### src/rtl/core/lbmbx_pkg.sv
`timescale 1ns / 1ps
`default_nettype none
// ----------------------------------------------------------------------------
// lbmbx_pkg
// Shared types, codes and Q0.18 weights of the D2Q9 boundary extrapolation.
// ----------------------------------------------------------------------------
package lbmbx_pkg;

   localparam int VALUE_WIDTH_DEF = 32;
   localparam int COEF_BITS       = 18;
   localparam int NUM_SLOTS       = 9;

   // Node kinds.
   localparam logic [2:0] KIND_ON_WALL       = 3'd0;
   localparam logic [2:0] KIND_CONCAVE       = 3'd1;
   localparam logic [2:0] KIND_CONVEX        = 3'd2;
   localparam logic [2:0] KIND_WALL_SOLID    = 3'd3;
   localparam logic [2:0] KIND_CONCAVE_SOLID = 3'd4;
   localparam logic [2:0] KIND_CONVEX_SOLID  = 3'd5;

   // Stencil slots; corner normals use the diagonal slot codes.
   localparam logic [3:0] SLOT_C  = 4'd0;
   localparam logic [3:0] SLOT_E  = 4'd1;
   localparam logic [3:0] SLOT_N  = 4'd2;
   localparam logic [3:0] SLOT_W  = 4'd3;
   localparam logic [3:0] SLOT_S  = 4'd4;
   localparam logic [3:0] SLOT_NE = 4'd5;
   localparam logic [3:0] SLOT_NW = 4'd6;
   localparam logic [3:0] SLOT_SW = 4'd7;
   localparam logic [3:0] SLOT_SE = 4'd8;

   // Normalized distance weights, unsigned Q0.18.
   localparam logic [COEF_BITS-1:0] K_W1A = 18'd108584;
   localparam logic [COEF_BITS-1:0] K_W1B = 18'd76780;
   localparam logic [COEF_BITS-1:0] K_W2A = 18'd96835;
   localparam logic [COEF_BITS-1:0] K_W2B = 18'd68473;
   localparam logic [COEF_BITS-1:0] K_W3A = 18'd115741;
   localparam logic [COEF_BITS-1:0] K_W3B = 18'd73201;
   localparam logic [COEF_BITS-1:0] K_W4A = 18'd153560;
   localparam logic [COEF_BITS-1:0] K_W4B = 18'd108584;
   localparam logic [COEF_BITS-1:0] K_W5A = 18'd42825;
   localparam logic [COEF_BITS-1:0] K_W5B = 18'd30282;

   typedef logic [NUM_SLOTS-1:0][COEF_BITS-1:0] coef_vec_type;

   typedef struct packed {
      logic       valid;
      logic [3:0] slot;
      logic       last;
   } ctl_type;

   // Straight slot on the other side of a straight slot.
   function automatic logic [3:0] opp_straight(input logic [3:0] s);
      return ((s + 4'd1) & 4'd3) + 4'd1;
   endfunction

   // Diagonal slot on the other side of a diagonal slot.
   function automatic logic [3:0] opp_diag(input logic [3:0] d);
      return ((d - 4'd3) & 4'd3) + 4'd5;
   endfunction

endpackage
`default_nettype wire

### src/rtl/core/lbmbx_seq.sv
`timescale 1ns / 1ps
`default_nettype none
// ----------------------------------------------------------------------------
// lbmbx_seq
// Input register and result sequencer: holds one node and issues its zero, one
// or three weight sets, one per cycle while en is high.
// ----------------------------------------------------------------------------
module lbmbx_seq
   import lbmbx_pkg::*;
#(
   parameter int VALUE_WIDTH = VALUE_WIDTH_DEF
) (
   input  logic                           clock,
   input  logic                           reset,
   input  logic                           en,
   input  logic                           req_vld,
   output logic                           req_rdy,
   input  logic [2:0]                     kind,
   input  logic [3:0]                     normal,
   input  logic [NUM_SLOTS*VALUE_WIDTH-1:0] vals,
   output ctl_type                        iss_ctl,
   output coef_vec_type                   iss_coef,
   output logic [NUM_SLOTS*VALUE_WIDTH-1:0] iss_vals
);

   logic                             hold_vld_ff, hold_vld_in;
   logic [1:0]                       idx_ff, idx_in;
   logic [2:0]                       kind_ff;
   logic [3:0]                       normal_ff;
   logic [NUM_SLOTS*VALUE_WIDTH-1:0] vals_ff;

   logic       straight, diag;
   logic [3:0] nx, ny, np;
   logic [1:0] cnt;
   logic       last_idx, issue, retire, accept;
   logic [3:0] slot;
   coef_vec_type k;

   assign straight = (normal_ff >= SLOT_E) && (normal_ff <= SLOT_S);
   assign diag     = (normal_ff >= SLOT_NE) && (normal_ff <= SLOT_SE);
   assign nx = (normal_ff == SLOT_NE || normal_ff == SLOT_SE) ? SLOT_E : SLOT_W;
   assign ny = (normal_ff == SLOT_NE || normal_ff == SLOT_NW) ? SLOT_N : SLOT_S;
   assign np = (normal_ff & 4'd3) + 4'd1;

   always_comb begin
      unique case (kind_ff) inside
         KIND_ON_WALL, KIND_WALL_SOLID:                cnt = straight ? 2'd1 : 2'd0;
         KIND_CONCAVE, KIND_CONVEX, KIND_CONVEX_SOLID: cnt = diag ? 2'd1 : 2'd0;
         KIND_CONCAVE_SOLID:                           cnt = diag ? 2'd3 : 2'd0;
         default:                                      cnt = 2'd0;
      endcase
   end

   // Weight set and target slot of result idx_ff of the held node.
   always_comb begin
      k    = '0;
      slot = SLOT_C;
      unique case (kind_ff)
         KIND_ON_WALL: begin
            if (straight) begin
               k[normal_ff]                          = K_W1A;
               k[normal_ff + 4'd4]                   = K_W1B;
               k[((normal_ff + 4'd2) & 4'd3) + 4'd5] = K_W1B;
            end
         end
         KIND_CONCAVE: begin
            if (diag) begin
               k[nx]        = K_W2A;
               k[ny]        = K_W2A;
               k[normal_ff] = K_W2B;
            end
         end
         KIND_CONVEX: begin
            if (diag) begin
               for (int i = 1; i <= 4; i++) k[i] = K_W5A;
               for (int i = 5; i <= 8; i++) k[i] = K_W5B;
               k[opp_diag(normal_ff)] = '0;
            end
         end
         KIND_WALL_SOLID: begin
            if (straight) begin
               k[SLOT_C]           = K_W1A;
               k[np]               = K_W1B;
               k[opp_straight(np)] = K_W1B;
               slot                = opp_straight(normal_ff);
            end
         end
         KIND_CONCAVE_SOLID: begin
            if (diag) begin
               if (idx_ff == 2'd0) begin
                  k[SLOT_C] = K_W4A;
                  k[ny]     = K_W4B;
                  slot      = opp_straight(nx);
               end else if (idx_ff == 2'd1) begin
                  k[SLOT_C] = K_W4A;
                  k[nx]     = K_W4B;
                  slot      = opp_straight(ny);
               end else begin
                  k[SLOT_C] = K_W3A;
                  k[nx]     = K_W3B;
                  k[ny]     = K_W3B;
                  slot      = opp_diag(normal_ff);
               end
            end
         end
         KIND_CONVEX_SOLID: begin
            if (diag) begin
               k[opp_straight(nx)] = K_W2A;
               k[opp_straight(ny)] = K_W2A;
               k[SLOT_C]           = K_W2B;
               slot                = opp_diag(normal_ff);
            end
         end
         default: begin
            k    = '0;
            slot = SLOT_C;
         end
      endcase
   end

   // A node with no valid result retires without issuing.
   assign last_idx = (idx_ff == cnt - 2'd1);
   assign issue    = en && hold_vld_ff && (cnt != 2'd0);
   assign retire   = en && hold_vld_ff && ((cnt == 2'd0) || last_idx);
   assign req_rdy  = en && (!hold_vld_ff || retire);
   assign accept   = req_vld && req_rdy;

   assign iss_ctl.valid = issue;
   assign iss_ctl.slot  = slot;
   assign iss_ctl.last  = last_idx;
   assign iss_coef      = k;
   assign iss_vals      = vals_ff;

   always_comb begin
      hold_vld_in = hold_vld_ff;
      idx_in      = idx_ff;
      if (retire) begin
         hold_vld_in = 1'b0;
         idx_in      = 2'd0;
      end else if (issue) begin
         idx_in = idx_ff + 2'd1;
      end
      if (accept) begin
         hold_vld_in = 1'b1;
      end
   end

   always_ff @(posedge clock) begin
      if (reset) begin
         hold_vld_ff <= 1'b0;
         idx_ff      <= 2'd0;
      end else begin
         hold_vld_ff <= hold_vld_in;
         idx_ff      <= idx_in;
      end
   end

   always_ff @(posedge clock) begin
      if (accept) begin
         kind_ff   <= kind;
         normal_ff <= normal;
         vals_ff   <= vals;
      end
   end

   a_idx_needs_node: assert property (@(posedge clock) disable iff (reset)
      idx_ff != 2'd0 |-> hold_vld_ff)
      else $error("result index advanced without a held node");

   a_accept_after_last: assert property (@(posedge clock) disable iff (reset)
      (req_vld && req_rdy && hold_vld_ff) |-> (cnt == 2'd0 || iss_ctl.last))
      else $error("new node taken before the held node issued its last result");

   a_idx_bound: assert property (@(posedge clock) disable iff (reset)
      hold_vld_ff |-> (cnt == 2'd0 || idx_ff < cnt))
      else $error("result index ran past the node's result count");

endmodule
`default_nettype wire

### config.mk
export PLATFORM = sky130hd
export DESIGN_NAME = lbmbx_seq
export DESIGN_NICKNAME = d
export VERILOG_FILES = /design/src/rtl/core/lbmbx_pkg.sv /design/src/rtl/core/lbmbx_seq.sv
export SDC_FILE = /design/constraint.sdc
export NUM_CORES = 1
export LEC_CHECK = 0
export BUFFER_PORTS_ARGS = -buffer_cell sky130_fd_sc_hd__buf_2
export CAP_MARGIN = 25
export CORE_AREA = 2 2 298 300
export CTS_BUF_LIST = sky130_fd_sc_hd__clkbuf_4
export DETAILED_ROUTE_END_ITERATION = 8
export DIE_AREA = 0 0 300 302
export PLACE_DENSITY = 0.4
export SYNTH_ARGS = -nofsm -noshare
export SYNTH_HDL_FRONTEND = slang
export SYNTH_SLANG_ARGS = --single-unit
### constraint.sdc
create_clock -name clock -period 11.18 [get_ports clock]
set_input_delay 1.677 -clock clock [delete_from_list [all_inputs] [get_ports clock]]
set_output_delay 1.677 -clock clock [all_outputs]
set_load 0.02 [all_outputs]
==> flow_summary.yaml <==
run:
  cap_violations: 0
setup_path:
  critPathCaptureType: "output pin"
  crit_family: "adder cells"
  crit_path_frequent_cell: "ha_1"
  reg2reg_slack_ns: 5.27
  path_buf_inv: 3
  critical_path.slowest_cell: "ha_1"
  critPathMaxStageDelay_ns: 0.74
  cp.required_ns: 9.50
  arrival_ns: 4.66
  start_kind: "flop"
  worstPathCellList: "inv_1 > ha_1 > nor2b_2 > o21a_1 > nor2_4 > inv_2 > ha_1 > xor2_1 > nand2_1 > mux2i_2 > o31a_1 > buf_2"
  critical_path_class: "flop to output pin"
  worst-path-max-fanout: 23
sta:
  slew_headroom_pct: 39.4
  hold_viol_final: 0
  setup-violations-final: 0
  fin_crit_ns: 6.34
  rsz0062_at_grt: "no"
  holdWs_ns: 0.570
  period_share_pct: 56.7
  tightest_slew_ns: 0.909
  fin_setup_tns_ns: 0
  clock_skew_ns: 0.0399
  final-max-slew-violation-count: 0
  max_freq_ghz: 0.158
grt:
  grt_usage_pct: 10.9
  grt_max_degree: 86
  grt_pass1_vias: 9144
  grt_pass1_wl_um: 68300
  antenna_found_initial: 21
  overflow: 0
die:
  die_x_um: 300
  num_rows: 109
  start_util_pct: 12.7
  num_io_pins: 756
  die_y_um: 302
  die_area_sq_um: 90600
  core_area_sq_um: 87600
clock_network:
  postCtsHoldBufs: 0
  h-tree-depth: 3
  cts_resized: 0
  cts_buffer_depth: 3
  clk_pin_slew_ns: 0.06
  cts_tree: "done"
  cts_root_buffer: "clkbuf_4"
  clkSinkCount: 298
  cts_setup_buffers: 0
  insertion_delay_ns: 0.84
  cts_buffers: 87
synthesis:
  async_flop_share_pct: 0
  syn_inst: 661
  synth.area.top_cells: "edfxtp_1 (80%), buf_4 (4.1%), nand2_1 (2.3%), ha_1 (1.2%), o21ai_0 (1.1%)"
  yosysTopAreaCell: "edfxtp_1"
  synth_ff_type: "edfxtp_1"
  avgSynthCellArea_sq_um: 16.8
  yosysSeqAreaShare_pct: 80.1
  yosysUniqueCellTypes: 63
  synthTopCellsByCount: "edfxtp_1 (295), nand2_1 (67), buf_4 (61)"
  synth-edff-count: 295
  yosysTopAreaCellShare_pct: 79.6
  yosysMostFrequentCell: "edfxtp_1"
  synth_area_sq_um: 11100
  yosysWarningCount: 0
  synth_seq_cells: 298
status:
  outcome: "completed"
place:
  dpl.hpwl_um: 42300
  numPortBuffers: 744
  gp_congestion: 0.901
routing:
  wl_um: 52100
  dr.pass1.iters: 5
  wire_per_inst_um: 19.5
  routed_via_density: 3.37
  vias: 9001
  antenna_left: 0
  drtIter0Drc: 487
  drcViolationCount: 0
final_layout:
  fillers: 9687
  layout-drive-gt1-share_pct: 60.9
  multi_input_comb_area_sq_um: 1630
  nNetsFinal: 1748
  area_delta_synth_final_pct: 52.5
  regArea_sq_um: 8920
power_and_ir_drop:
  p_leak_uw: 0.00777
  power.density_nw_per_um2: 152
  ir_drop_v: 0.0000857
worst_hold_path:
  hp-class: "flop to flop"
[cells by family after synthesis]
family          Yosys count  share of synthesized area (%)
other cells               1                         0.0337
mux                       5                          0.494
buf+inv                 102                           5.71
fa+ha+maj                11                           1.24
simple gates            179                           8.43
compound gates           63                           3.85
xor+xnor                  2                          0.157
flops                   298                           80.1
[sequential cells by signal (all words and copies together), names as in the netlist]
name	count
idx_ff	2
kind_ff	3
iss_vals	288
normal_ff	4
hold_vld_ff	1
[cell type report]
cell class / count / area share (%)
timing repair buffer: 751 / 22.3
tap: 1165 / 8.58
clock buffer: 120 / 5.30
clock inverter: 26 / 0.899
multi-input combinational: 271 / 9.60
antenna: 8 / 0.118
inverter: 29 / 0.641
sequential: 298 / 52.5
[cell usage in the layout (no fill, tap or decap), drive strengths merged, types with 11 or more instances in the layout]
cell type	n
nor2	29
o21ai	26
nand2	67
inv	31
buf	751
ha	11
clkinv	21
clkbuf	120
edfxtp	295
conb	11
nand3	14
[worst paths after layout]
path,from,to,cells after the start
worst max-delay path,normal_ff[0],req_rdy,12
worst min-delay path,idx_ff[1],idx_ff[1],2
worst max register to register,normal_ff[0],iss_vals[175],13
worst min register to register,idx_ff[1],idx_ff[1],2
[metal layers]
layer | part of all wire [%] | wire length, um | global-route usage, %
met5 | 0.088 | 46 | 0
met4 | 3.7 | 1950 | 5.24
met3 | 13 | 6810 | 6.37
met2 | 51 | 26600 | 19.1
met1 | 32 | 16600 | 10.1
[worst register-to-register path, stage by stage (launching register included)]
cell      delay [ns]
edfxtp_1        0.52
inv_1           0.26
ha_1            0.74
nor2b_2         0.35
o21a_1          0.41
nor2_4          0.13
inv_2           0.12
ha_1            0.25
xor2_1          0.18
nand2_1         0.09
mux2i_2         0.40
o311a_4         0.49
buf_4           0.73
buf_4           0.80
[power by group]
| part | leakage [uW] | internal [uW] | switching [uW] |
|---|---|---|---|
| combinational | 0.00435 | 86.6 | 175 |
| sequential | 0.00279 | 1290 | 20.0 |
| clock | 0.000630 | 518 | 491 |
| total | 0.00777 | 1900 | 686 |
[through the flow]
| stage | setup slack (ns) | std cells | utilization (%) | power, uW | cell area [sq um] |
|---|---|---|---|---|---|
| 2_1_floorplan | 1.00 | 671 | - | 1470 | 11200 |
| 3_3_place_gp | 5.20 | 2513 | 18.1 | 1600 | 15900 |
| 3_5_place_dp | 5.03 | 2513 | 18.1 | 1600 | 15900 |
| 4_1_cts | 4.70 | 2659 | 19.3 | 2650 | 16900 |
| 5_1_grt | 4.35 | 2668 | 19.4 | 2720 | 17000 |
| 6_report | 4.84 | 2668 | 19.4 | 2580 | 17000 |
Power figures use the tool's default switching activity.
